--- config.mk ---
export PLATFORM = sky130hd
export DESIGN_NAME = function_prologue_scanner
export DESIGN_NICKNAME = d
export VERILOG_FILES = /design/src/sv/fps_pkg.sv /design/src/sv/function_prologue_scanner.sv /design/src/sv/fps_classify.sv /design/src/sv/fps_out_skid.sv
export SDC_FILE = /design/constraint.sdc
export NUM_CORES = 1
export LEC_CHECK = 0
export ABC_AREA = 0
export BUFFER_PORTS_ARGS = -buffer_cell sky130_fd_sc_hd__buf_2
export CAP_MARGIN = 20
export CORE_MARGIN = 3
export CORE_UTILIZATION = 45
export CTS_CLUSTER_SIZE = 10
export DETAILED_ROUTE_END_ITERATION = 12
export PLACE_DENSITY = 0.69
export SYNTH_ARGS = -nofsm -noshare
export SYNTH_HDL_FRONTEND = slang
export SYNTH_HIERARCHICAL = 1
export SYNTH_SLANG_ARGS = --single-unit
--- constraint.sdc ---
create_clock -name clock -period 3.71 [get_ports clock]
set_clock_uncertainty 0.2 [all_clocks]
set_input_delay 0.1855 -clock clock [delete_from_list [all_inputs] [get_ports clock]]
set_output_delay 0.1855 -clock clock [all_outputs]
set_load 0.1 [all_outputs]
--- src/sv/fps_pkg.sv ---
`default_nettype none
// ----------------------------------------------------------------------------
// fps_pkg
// Shared types and constants for the function prologue scanner.
// ----------------------------------------------------------------------------
package fps_pkg;

   // width of the internal scan address counter (16 to 64)
   localparam int ADDR_WIDTH = 32;

   // scan phase codes
   localparam logic [2:0] PH_IDLE  = 3'd0;
   localparam logic [2:0] PH_SETHI = 3'd1;
   localparam logic [2:0] PH_ADD   = 3'd2;
   localparam logic [2:0] PH_SAVE  = 3'd3;
   localparam logic [2:0] PH_STORE = 3'd4;

   // no sethi destination recorded
   localparam logic [5:0] DEST_NONE = 6'd32;

   // instruction field codes
   localparam logic [1:0] OP_BRANCH = 2'd0;
   localparam logic [1:0] OP_ARITH  = 2'd2;
   localparam logic [1:0] OP_MEM    = 2'd3;
   localparam logic [2:0] OP2_SETHI = 3'd4;
   localparam logic [5:0] OP3_SAVE  = 6'h3c;
   localparam logic [5:0] OP3_STORE_MASK = 6'h3c;
   localparam logic [5:0] OP3_STORE      = 6'h04;
   localparam logic [4:0] RD_IN_MASK  = 5'h18;
   localparam logic [4:0] RD_G1       = 5'd1;
   localparam logic [4:0] RS1_FP      = 5'd30;
   localparam logic [12:0] STORE_OFS_LO = 13'h044;
   localparam logic [12:0] STORE_OFS_HI = 13'h05b;  // exclusive

   typedef struct packed {
      logic [2:0]            phase;
      logic [5:0]            sethi_dest;
      logic [ADDR_WIDTH-1:0] addr;
   } scan_state_type;

   typedef struct packed {
      scan_state_type next;
      logic           emit;
      logic [31:0]    end_address;
   } classify_type;

endpackage : fps_pkg
`default_nettype wire

--- src/sv/function_prologue_scanner.sv ---
`default_nettype none
// ----------------------------------------------------------------------------
// function_prologue_scanner
// Finds the end of a function prologue in a stream of instruction words.
// ----------------------------------------------------------------------------
// Usage:
//   Feed instruction words in address order on the req_ channel. Set
//   req_tuser on the first word of a scan; req_tdata then also carries the
//   start address. Words with req_tuser low and no scan active are dropped.
//   A word that matches no remaining prologue step (sethi, add, save, store
//   run) ends the scan, and its address comes out as one word on rsp_.
//   Words that stay inside the prologue give no result.
// Timing:
//   One word per cycle sustained while the skid stage is empty. A word passes
//   the input register, then its result the result register, before rsp_tvalid.
// Stall:
//   A stalled rsp_ side holds its word; one more result fits in the skid
//   stage, after which req_tready drops until the result register drains.
// Reset:
//   Synchronous, active high. No scan active, both channels empty.
// ----------------------------------------------------------------------------
module function_prologue_scanner (
   input  wire logic        clock,
   input  wire logic        reset,
   input  wire logic        req_tvalid,
   output logic             req_tready,
   input  wire logic [63:0] req_tdata,   // [31:0] start_address, [63:32] insn
   input  wire logic        req_tuser,   // [0] first
   output logic             rsp_tvalid,
   input  wire logic        rsp_tready,
   output logic [31:0]      rsp_tdata    // [31:0] end_address
);
   import fps_pkg::*;

   // input register
   logic        in_valid_ff, in_valid_in;
   logic        in_first_ff;
   logic [31:0] in_start_ff;
   logic [31:0] in_insn_ff;

   // scan state
   scan_state_type state_ff, state_in;

   classify_type cls;
   logic         skid_full;
   logic         process_en;

   // the held word is processed unless the skid stage is occupied
   assign process_en  = in_valid_ff && !skid_full;
   assign req_tready  = !in_valid_ff || process_en;
   assign in_valid_in = req_tready ? req_tvalid : in_valid_ff;

   always_ff @(posedge clock) begin
      if (reset) begin
         in_valid_ff <= 1'b0;
      end else begin
         in_valid_ff <= in_valid_in;
      end
      if (req_tready) begin
         in_first_ff <= req_tuser;
         in_start_ff <= req_tdata[31:0];
         in_insn_ff  <= req_tdata[63:32];
      end
   end

   fps_classify u_classify (
      .first         (in_first_ff),
      .start_address (in_start_ff),
      .insn          (in_insn_ff),
      .cur           (state_ff),
      .result        (cls)
   );

   assign state_in = process_en ? cls.next : state_ff;

   always_ff @(posedge clock) begin
      if (reset) begin
         state_ff.phase      <= PH_IDLE;
         state_ff.sethi_dest <= DEST_NONE;
         state_ff.addr       <= '0;
      end else begin
         state_ff <= state_in;
      end
   end

   fps_out_skid u_out (
      .clock      (clock),
      .reset      (reset),
      .push_valid (process_en && cls.emit),
      .push_data  (cls.end_address),
      .skid_full  (skid_full),
      .rsp_tvalid (rsp_tvalid),
      .rsp_tready (rsp_tready),
      .rsp_tdata  (rsp_tdata)
   );

   a_emit_goes_idle: assert property (@(posedge clock) disable iff (reset)
      (process_en && cls.emit) |=> (state_ff.phase == PH_IDLE))
      else $error("scan still active after end address emitted");

   a_step_advances: assert property (@(posedge clock) disable iff (reset)
      (process_en && !in_first_ff && !cls.emit && state_ff.phase != PH_IDLE &&
       state_ff.phase <= PH_STORE)
      |=> (state_ff.addr == $past(state_ff.addr) + ADDR_WIDTH'(4)))
      else $error("scan address did not advance by one word");

   a_state_holds_on_stall: assert property (@(posedge clock) disable iff (reset)
      !process_en |=> $stable(state_ff))
      else $error("scan state changed without a processed word");

endmodule : function_prologue_scanner
`default_nettype wire

--- src/sv/fps_classify.sv ---
`default_nettype none
// ----------------------------------------------------------------------------
// fps_classify
// Matches one instruction word against the prologue steps and computes the
// next scan state and the optional end address.
// ----------------------------------------------------------------------------
module fps_classify (
   input  wire logic                    first,
   input  wire logic [31:0]             start_address,
   input  wire logic [31:0]             insn,
   input  wire fps_pkg::scan_state_type cur,
   output fps_pkg::classify_type        result
);
   import fps_pkg::*;

   logic [1:0]  op;
   logic [4:0]  rd;
   logic [2:0]  op2;
   logic [5:0]  op3;
   logic [4:0]  rs1;
   logic        imm;
   logic [12:0] simm13;

   scan_state_type st;
   logic           m_sethi, m_add, m_save, m_store;
   logic [ADDR_WIDTH-1:0] addr_next;

   assign op     = insn[31:30];
   assign rd     = insn[29:25];
   assign op2    = insn[24:22];
   assign op3    = insn[24:19];
   assign rs1    = insn[18:14];
   assign imm    = insn[13];
   assign simm13 = insn[12:0];

   assign m_sethi = (op == OP_BRANCH) && (op2 == OP2_SETHI);
   assign m_add   = (op == OP_ARITH) && imm &&
                    ((rd == RD_G1) || ({1'b0, rd} == st.sethi_dest));
   assign m_save  = (op == OP_ARITH) && (op3 == OP3_SAVE);
   assign m_store = (op == OP_MEM) && ((op3 & OP3_STORE_MASK) == OP3_STORE) &&
                    ((rd & RD_IN_MASK) == RD_IN_MASK) && imm && (rs1 == RS1_FP) &&
                    (simm13 >= STORE_OFS_LO) && (simm13 < STORE_OFS_HI);

   // a new scan overrides whatever was in progress
   always_comb begin
      if (first) begin
         st.phase      = PH_SETHI;
         st.sethi_dest = DEST_NONE;
         st.addr       = ADDR_WIDTH'(start_address);
      end else begin
         st = cur;
      end
   end

   assign addr_next = st.addr + ADDR_WIDTH'(4);

   always_comb begin
      result.next        = st;
      result.emit        = 1'b0;
      result.end_address = 32'(st.addr);
      unique case (st.phase)
         PH_SETHI, PH_ADD, PH_SAVE, PH_STORE: begin
            result.next.addr = addr_next;
            if ((st.phase == PH_SETHI) && m_sethi) begin
               result.next.phase      = PH_ADD;
               result.next.sethi_dest = {1'b0, rd};
            end else if ((st.phase <= PH_ADD) && m_add) begin
               result.next.phase = PH_SAVE;
            end else if ((st.phase <= PH_SAVE) && m_save) begin
               result.next.phase = PH_STORE;
            end else if (m_store) begin
               result.next.phase = PH_STORE;
            end else begin
               // prologue over: report this word's address
               result.next.phase = PH_IDLE;
               result.next.addr  = st.addr;
               result.emit       = 1'b1;
            end
         end
         default: begin
            // idle: word ignored
            result.next = st;
         end
      endcase
   end

endmodule : fps_classify
`default_nettype wire

--- src/sv/fps_out_skid.sv ---
`default_nettype none
// ----------------------------------------------------------------------------
// fps_out_skid
// Result register with a one-word skid stage toward the result channel.
// ----------------------------------------------------------------------------
module fps_out_skid (
   input  wire logic        clock,
   input  wire logic        reset,
   input  wire logic        push_valid,
   input  wire logic [31:0] push_data,
   output logic             skid_full,
   output logic             rsp_tvalid,
   input  wire logic        rsp_tready,
   output logic [31:0]      rsp_tdata
);
   logic        rsp_valid_ff, rsp_valid_in;
   logic [31:0] rsp_data_ff, rsp_data_in;
   logic        skid_valid_ff, skid_valid_in;
   logic [31:0] skid_data_ff, skid_data_in;

   always_comb begin
      rsp_valid_in  = rsp_valid_ff;
      rsp_data_in   = rsp_data_ff;
      skid_valid_in = skid_valid_ff;
      skid_data_in  = skid_data_ff;
      if (!rsp_valid_ff || rsp_tready) begin
         if (skid_valid_ff) begin
            rsp_valid_in  = 1'b1;
            rsp_data_in   = skid_data_ff;
            skid_valid_in = 1'b0;
         end else begin
            rsp_valid_in = push_valid;
            rsp_data_in  = push_data;
         end
      end else if (push_valid) begin
         skid_valid_in = 1'b1;
         skid_data_in  = push_data;
      end
   end

   always_ff @(posedge clock) begin
      if (reset) begin
         rsp_valid_ff  <= 1'b0;
         skid_valid_ff <= 1'b0;
      end else begin
         rsp_valid_ff  <= rsp_valid_in;
         skid_valid_ff <= skid_valid_in;
      end
      rsp_data_ff  <= rsp_data_in;
      skid_data_ff <= skid_data_in;
   end

   assign rsp_tvalid = rsp_valid_ff;
   assign rsp_tdata  = rsp_data_ff;
   assign skid_full  = skid_valid_ff;

   a_skid_behind_rsp: assert property (@(posedge clock) disable iff (reset)
      skid_valid_ff |-> rsp_valid_ff)
      else $error("skid holds a word while result register is empty");

   a_no_push_when_full: assert property (@(posedge clock) disable iff (reset)
      skid_valid_ff |-> !push_valid)
      else $error("result pushed while skid stage full");

   a_skid_drains_first: assert property (@(posedge clock) disable iff (reset)
      (skid_valid_ff && rsp_tready) |=> (rsp_valid_ff && rsp_data_ff == $past(skid_data_ff)))
      else $error("skid word not moved to result register");

endmodule : fps_out_skid
`default_nettype wire
==> metrics.md, run 1 <==
| Metric | Value |
|---|---|
| CP endpoint kind | `register` |
| Total grt overflow | `0` |
| Ys async rst share | `0%` |
| Vias/cell | `5.48` |
| Setup crit start kind | `register` |
| Max stage delay on crit path | `0.52 ns` |
| Synth area leader | `edfxtp_1` |
| H-tree levels | `4` |
| Filler cell count | `1,458` |
| Sequential area share after synthesis | `55.7%` |
| WHS | `0.0704 ns` |
| CTS tree | `built` |
| Drt pass-1 iters | `5` |
| PortBufs | `102` |
| Setup TNS | `0 ns` |
| MaxCap Viol Count | `0` |
| Antenna cells | `0` |
| Die Height | `144 microns` |
| Largest net degree at the start of global routing | `86` |
| Post-synth EDFFs | `129` |
| Final ANT Viol Nets | `0` |
| Cells after Synth | `617` |
| Post-DP Area | `9100 sq um` |
| Clock buffer depth | `2` |
| Die area | `20,700 sq um` |
| Final Max Tran Viols | `0` |
| Detail Placement HPWL | `11,100 microns` |
| Cell Rows | `49` |
| DR DRC count | `0` |
| Final wirelength | `18,100 microns` |
| Die width | `144 microns` |
| Area Growth Syn to Fin | `21.6%` |
| CP Max Fanout | `18` |
| Critical-path cell list | `or4_1 -> nor4_1 -> a31oi_4 -> buf_4 -> a2111oi_2 -> xor2_1 -> nand4bb_1 -> o21ai_2` |
| Post-synth design cell area | `8540 sq um` |
| Clock latency on the worst-skew pair | `0.43 ns` |
| Finish-stage setup viols | `0` |
| Nets@finish | `846` |
| Number of distinct library cells after synthesis | `59` |
| Slowest CP cell | `or4_1` |
| Top-count cell post-synth | `edfxtp_1` |
| Max IR drop VDD | `306 uV` |
| Worst hold start | `reset` |
| Critical R2R Launch | `in_insn_ff[11]$_DFFE_PP_` |
| CP arrival | `3.27 ns` |
| Least-Margin Pin Slew | `0.969 ns` |
| DRT iter0 DRCs | `467` |
| Vias | `5,582` |
| Crit. Startpoint | `in_insn_ff[11]$_DFFE_PP_` |
| TritonCTS Buffers | `17` |
| Critical path type | `reg -> reg` |
| RSZ-0062 raised after global routing | `false` |
| Syn_nets | `687` |
| Commonest cells in the netlist | `edfxtp_1 (129), nand2b_1 (47), dfxtp_1 (44)` |
| DP Worst Slack | `0.595 ns` |
| Most used flip-flop cell after synthesis | `edfxtp_1` |
| Leak pwr | `3.91 nW` |
| Post-synth top area share | `45.3%` |
| Postcts setup bufs | `0` |
| Synth warn | `6` |
| Routability cong. | `0.803` |
| Worst Path Required | `3.86 ns` |
| CTS resizes | `0` |
| GRT Total Usage | `18.0%` |
| Final period utilization | `84.0%` |
| Status | `completed` |
| Hold Violations, Final | `0` |
| Post-route cell area | `10,400 sq um` |
| Power per cell area | `445 nW/um^2` |
| Yosys reg bits | `173` |
| First-pass GRT wire length | `29,200 microns` |
| CTS clk-pin slew, worst paths | `0.07 ns` |
| Hold WC Path Type | `in -> reg` |
| Synth Area per Inst | `13.8 sq um` |
| Initial Util | `46.6%` |
| Clk sinks | `173` |
| Worst setup margin | `0.594 ns` |
| Worst slew margin | `35.4%` |
| Max Clock Freq | `321 MHz` |
| Core footprint | `18,300 sq um` |
| WL/cell | `17.8 microns` |
| Design Power | `0.00462 W` |
| Share of layout cells above drive strength 1 | `35.1%` |
| Initial antenna violation count | `0` |
| Dominant cells by area after synthesis | `edfxtp_1 (45%), dfxtp_1 (10%), nand4bb_1 (5.3%)` |
| Fin crit period | `3.12 ns` |
| Root buffer cell | `clkbuf_16` |
| I/O pin count | `103` |
| Vias in the first global route | `5,680` |
==> per-layer routing <==
metal | GRT usage (%) | wire, microns | vias to the layer above
li1 | - | - | 2645
met1 | 23.3 | 8040 | 2744
met2 | 30.5 | 8980 | 169
met3 | 4.06 | 798 | 24
met4 | 5.05 | 263 | 0
met5 | 0 | 0 | -
==> repair_timing <==
item	in CTS	in global routing
hold buffers	66	0
endpoints found under the hold margin	66	0
endpoints found under the setup margin	0	0
==> layout by cell type (no fill, tap or decap), types with 15 or more instances in the layout <==
| cell | synthesis | layout |
|---|---|---|
| edfxtp_1 | 129 | 129 |
| mux2_2 | 28 | 28 |
| mux2_4 | 29 | 29 |
| o21ai_2 | 40 | 40 |
| dlygate4sd3_1 | 0 | 66 |
| dfxtp_1 | 44 | 43 |
| nand2b_1 | 47 | 46 |
| nand2_1 | 22 | 21 |
| clkbuf_16 | 0 | 17 |
| nand4bb_1 | 40 | 40 |
| xor2_1 | 23 | 23 |
| nor2_1 | 16 | 15 |
| buf_2 | 11 | 102 |
==> worst paths after layout <==
check / endpoint / slack [ns] / depth (start not counted)
worst max-delay path: state_ff[19]$_SDFFE_PP0P_ / 0.59 / 8
worst min-delay path: u_out/rsp_tvalid$_SDFFE_PP0P_ / 0.07 / 2
worst max register to register: state_ff[19]$_SDFFE_PP0P_ / 0.59 / 8
worst min register to register: state_ff[20]$_SDFFE_PP0P_ / 0.27 / 2
==> logic make-up (layout without fill, tap and decap cells) <==
logic type	after synthesis	in the layout	synth area share, %
AOI/OAI and AO/OA	107	107	10.6
xor gates and xnor gates	34	34	3.49
adders and majority gates	1	1	0.146
buffers and inverters	55	227	5.01
DFF	173	173	55.7
muxes	65	65	9.72
and+or+nand+nor	182	182	15.4
==> worst max-delay path, delay by kind of cell (launching register included) <==
kind / cells / cell delay, ns
flops: 1 / 0.35
compound gates: 3 / 0.88
buf+inv: 1 / 0.32
simple gates: 3 / 1.10
xor+xnor: 1 / 0.19
==> area by class of cell <==
class / count / area [sq um] / share of cell area [%]
Tap cell: 229 / 287 / 2.76
Timing Repair Buffer: 182 / 1290 / 12.4
Multi-Input combinational cell: 389 / 3400 / 32.7
Clock buffer: 17 / 425 / 4.10
Inverter: 13 / 48.8 / 0.470
Clock inverter: 15 / 183 / 1.76
Sequential cell: 173 / 4760 / 45.8
==> per-stage QoR <==
stage               util, %  cells
finish                 56.7   1018
global route           56.7   1018
CTS                    56.6   1017
detailed placement     49.6    919
global placement       49.6    919
floorplan                 -    617
==> power breakdown <==
part / leakage [nW] / switching, W / internal [W] / total (W)
registers: 1.70 / 0.0000384 / 0.00217 / 0.00220
logic: 1.92 / 0.000387 / 0.000197 / 0.000584
clock network: 0.287 / 0.000769 / 0.00107 / 0.00184
==> registers in the layout, indices dropped and copies added (netlist names) <==
| name | cells |
|---|---|
| u_out/rsp_tvalid | 1 |
| u_out/skid_full | 1 |
| in_insn_ff | 32 |
| u_out/rsp_tdata | 32 |
| state_ff | 41 |
| in_start_ff | 32 |
| u_out/skid_data_ff | 32 |
| in_first_ff | 1 |
| in_valid_ff | 1 |
(Power assumes the default switching activity.)
==> inputs of run 2 (changes only) <==
Settings changed: ABC_AREA 0 to 1, PLACE_DENSITY 0.69 to 0.66.
Clock period 3.71 ns to 3.2 ns, I/O delays scaled along.
==> run 2 against run 1 <==
  * First-iteration DRC count fell by 18%
  * Die area up 1.9%
  * Total power increased by 20%
  * Routed wire length is 12% higher
  * Count of clock-buffer cells in the layout is 1 higher
  * Synthesized area rose by 2.0%
  * Sequential power increased by 18%
  * Hold slack gained 0.17 ns
  * Critical path depth rose by 12
  * Register-to-register slack worse by 0.29 ns
  * Highest routed layer unchanged
  * Largest power group unchanged
==> metrics.md, run 2 <==
| Metric | Value |
|---|---|
| Cells after Synth | `1,019` |
| Worst hold stages | `2` |
| Post-synth EDFFs | `129` |
| Clock latency on the worst-skew pair | `0.43 ns` |
| CP arrival | `3.02 ns` |
| Global route hottest layer | `met2` |
| Post-layout util | `56.5%` |
| Max Clock Freq | `345 MHz` |
| Synth Area per Inst | `8.55 sq um` |
| Vias/cell | `4.73` |
| Vias | `6,910` |
| CP endpoint kind | `register` |
| Xor and xnor fraction of the mapped netlist area | `1.21%` |
| Dominant cells by area after synthesis | `edfxtp_1 (44%), nand2_1 (12%), dfxtp_1 (10%)` |
| Status | `completed` |
| Commonest cells in the netlist | `nand2_1 (283), nor2_1 (147), inv_1 (133)` |
| TritonCTS Buffers | `17` |
| Fin crit period | `2.90 ns` |
| Sequential area share after synthesis | `54.6%` |
| MaxCap Viol Count | `0` |
| Root buffer cell | `clkbuf_16` |
| Total grt overflow | `0` |
| Worst slew margin | `50.3%` |
| Worst hold start | `req_tdata[5]` |
| Antenna cells | `0` |
| Leak pwr | `4.70 nW` |
| CP Max Fanout | `23` |
| First-pass GRT wire length | `33,200 microns` |
| Commonest cells after routing, fill and taps aside | `nand2_1 (281), nor2_1 (146), inv_1 (132)` |
| Yosys reg bits | `173` |
| Final ANT Viol Nets | `0` |
| R2r endpoint | `state_ff[27]$_SDFFE_PP0P_` |
| CTS clk-pin slew, worst paths | `0.07 ns` |
| I/O pin count | `103` |
| Largest net degree at the start of global routing | `66` |
| Core footprint | `18,900 sq um` |
| Worst Path Required | `3.33 ns` |
| Drt pass-1 iters | `5` |
| Die area | `21,100 sq um` |
| Setup crit start kind | `register` |
| Die width | `145 microns` |
| Power per cell area | `520 nW/um^2` |
| PortBufs | `102` |
| WL/cell | `13.9 microns` |
| Post-synthesis adder-cell area fraction | `0.144%` |
| Final wirelength | `20,200 microns` |
| Critical R2R Launch | `in_first_ff$_DFFE_PP_` |
| Worst Reg-to-Reg Cells | `20` |
| Vias in the first global route | `6,613` |
| Detail Placement HPWL | `13,100 microns` |
| Share of layout cells above drive strength 1 | `18.4%` |
| Post-synth design cell area | `8710 sq um` |
| Clock buffer depth | `2` |
| Least-Margin Pin Slew | `0.742 ns` |
| Final Max Tran Viols | `0` |
| Max IR drop VDD | `359 uV` |
| Postcts setup bufs | `0` |
| GRT Total Usage | `19.5%` |
| Worst setup margin | `0.303 ns` |
| Post-synth top area share | `44.5%` |
| Syn_nets | `1,089` |
| Initial Util | `46.1%` |
| Routability cong. | `0.884` |
| Met1 GRT Util | `26.9%` |
| Critical path type | `reg -> reg` |
| Ys async rst share | `0%` |
| Most used flip-flop cell after synthesis | `edfxtp_1` |
| DR DRC count | `0` |
| Cell Rows | `50` |
| RSZ-0062 raised after global routing | `false` |
| Area Growth Syn to Fin | `22.4%` |
| Synth area leader | `edfxtp_1` |
| Largest family of logic cells by synthesized area | `simple AND/OR/NAND/NOR gates` |
| CTS tree | `built` |
| Biggest register | `state_ff` |
| Leading cell type in the layout, fill and taps excluded | `nand2_1` |
| Max reg flops | `41` |
| Die Height | `145 microns` |
| H-tree levels | `4` |
| Simple-gate share of the synthesized area | `30.6%` |
| Register-to-register setup slack | `0.30 ns` |
| M2 GR Usage | `31.5%` |
| Final period utilization | `90.5%` |
| Hold Violations, Final | `0` |
| Hold WC Path Type | `in -> reg` |
| Number of distinct library cells after synthesis | `35` |
| Nets@finish | `1,257` |
| Post-synthesis mux area share | `0%` |
| Worst Hold End | `in_start_ff[5]$_DFFE_PP_` |
| GR Util met3 | `3.56%` |
| DP Worst Slack | `0.342 ns` |
| Initial antenna violation count | `0` |
| Clk sinks | `173` |
| Setup TNS | `0 ns` |
| Synth warn | `6` |
| Top-count cell post-synth | `nand2_1` |
| Finish-stage setup viols | `0` |
| Compound-Gate Fraction of Synth Area | `3.82%` |
| DRT iter0 DRCs | `383` |
| WHS | `0.236 ns` |
run 2: power by group:
| group | switching (W) | internal (W) | total (W) |
|---|---|---|---|
| clock | 0.000899 | 0.00117 | 0.00206 |
| sequential | 0.0000507 | 0.00254 | 0.00259 |
| combinational | 0.000643 | 0.000247 | 0.000890 |
| total | 0.00159 | 0.00395 | 0.00554 |
run 2: cells by family after synthesis:
family,count (synthesis)
AO/OA/AOI/OAI,59
flip-flops,173
XOR/XNOR,12
buffers and inverters,177
AND/OR/NAND/NOR,597
adder cells (fa/ha/maj),1
run 2: repair_timing:
action                                 in CTS  in global routing
endpoints found under the hold margin      68                  0
gates resized for setup                     0                  0
hold buffers                               70                  0
run 2: final cells by class:
class                   instances  area, sq um
fillers                      1739         8230
flip-flops and latches        173         4760
multi-input cells             669         3130
repair buffers                189         1350
inverters                     137          514
clock buffers                  18          429
well taps                     260          325
clock inverters                14          158
run 2: how the worst max path moves through the flow:
stage                                  startpoint                               to
floorplan           u_out/rsp_tvalid$_SDFFE_PP0P_  u_out/skid_data_ff[0]$_DFFE_PP_
global placement            in_first_ff$_DFFE_PP_        state_ff[23]$_SDFFE_PP0P_
detailed placement          in_first_ff$_DFFE_PP_        state_ff[27]$_SDFFE_PP0P_
CTS                         in_first_ff$_DFFE_PP_        state_ff[27]$_SDFFE_PP0P_
global route                in_first_ff$_DFFE_PP_        state_ff[27]$_SDFFE_PP0P_
finish                      in_first_ff$_DFFE_PP_        state_ff[27]$_SDFFE_PP0P_
run 2: per-layer routing:
layer / share of wire, % / vias to the layer above
li1: - / 3572
met1: 48 / 3103
met2: 45 / 212
met3: 4.5 / 23
met4: 1.7 / 0
met5: 0 / -
run 2: metrics by stage:
stage               area, sq um  total power [W]  instances
global route              10700          0.00577       1460
floorplan                  8730          0.00329       1019
global placement           9380          0.00345       1358
finish                    10700          0.00554       1460
detailed placement         9380          0.00346       1358
CTS                       10700          0.00558       1460
run 2: critical path, stage by stage, from the launching register on:
cell and delay (ns):
edfxtp_1 0.41, inv_2 0.25, buf_12 0.24, buf_4 0.22, nand2_1 0.08, nand2_2 0.14, nand2_4 0.08, nor2_1 0.16
nand2_1 0.07, nor2_1 0.25, nand2_1 0.09, nand2_1 0.08, nand3_1 0.09, nand2_1 0.07, inv_1 0.04, nand2_1 0.04
nand2_1 0.05, inv_1 0.05, nand3_1 0.05, nand2_1 0.08, nor2_1 0.04
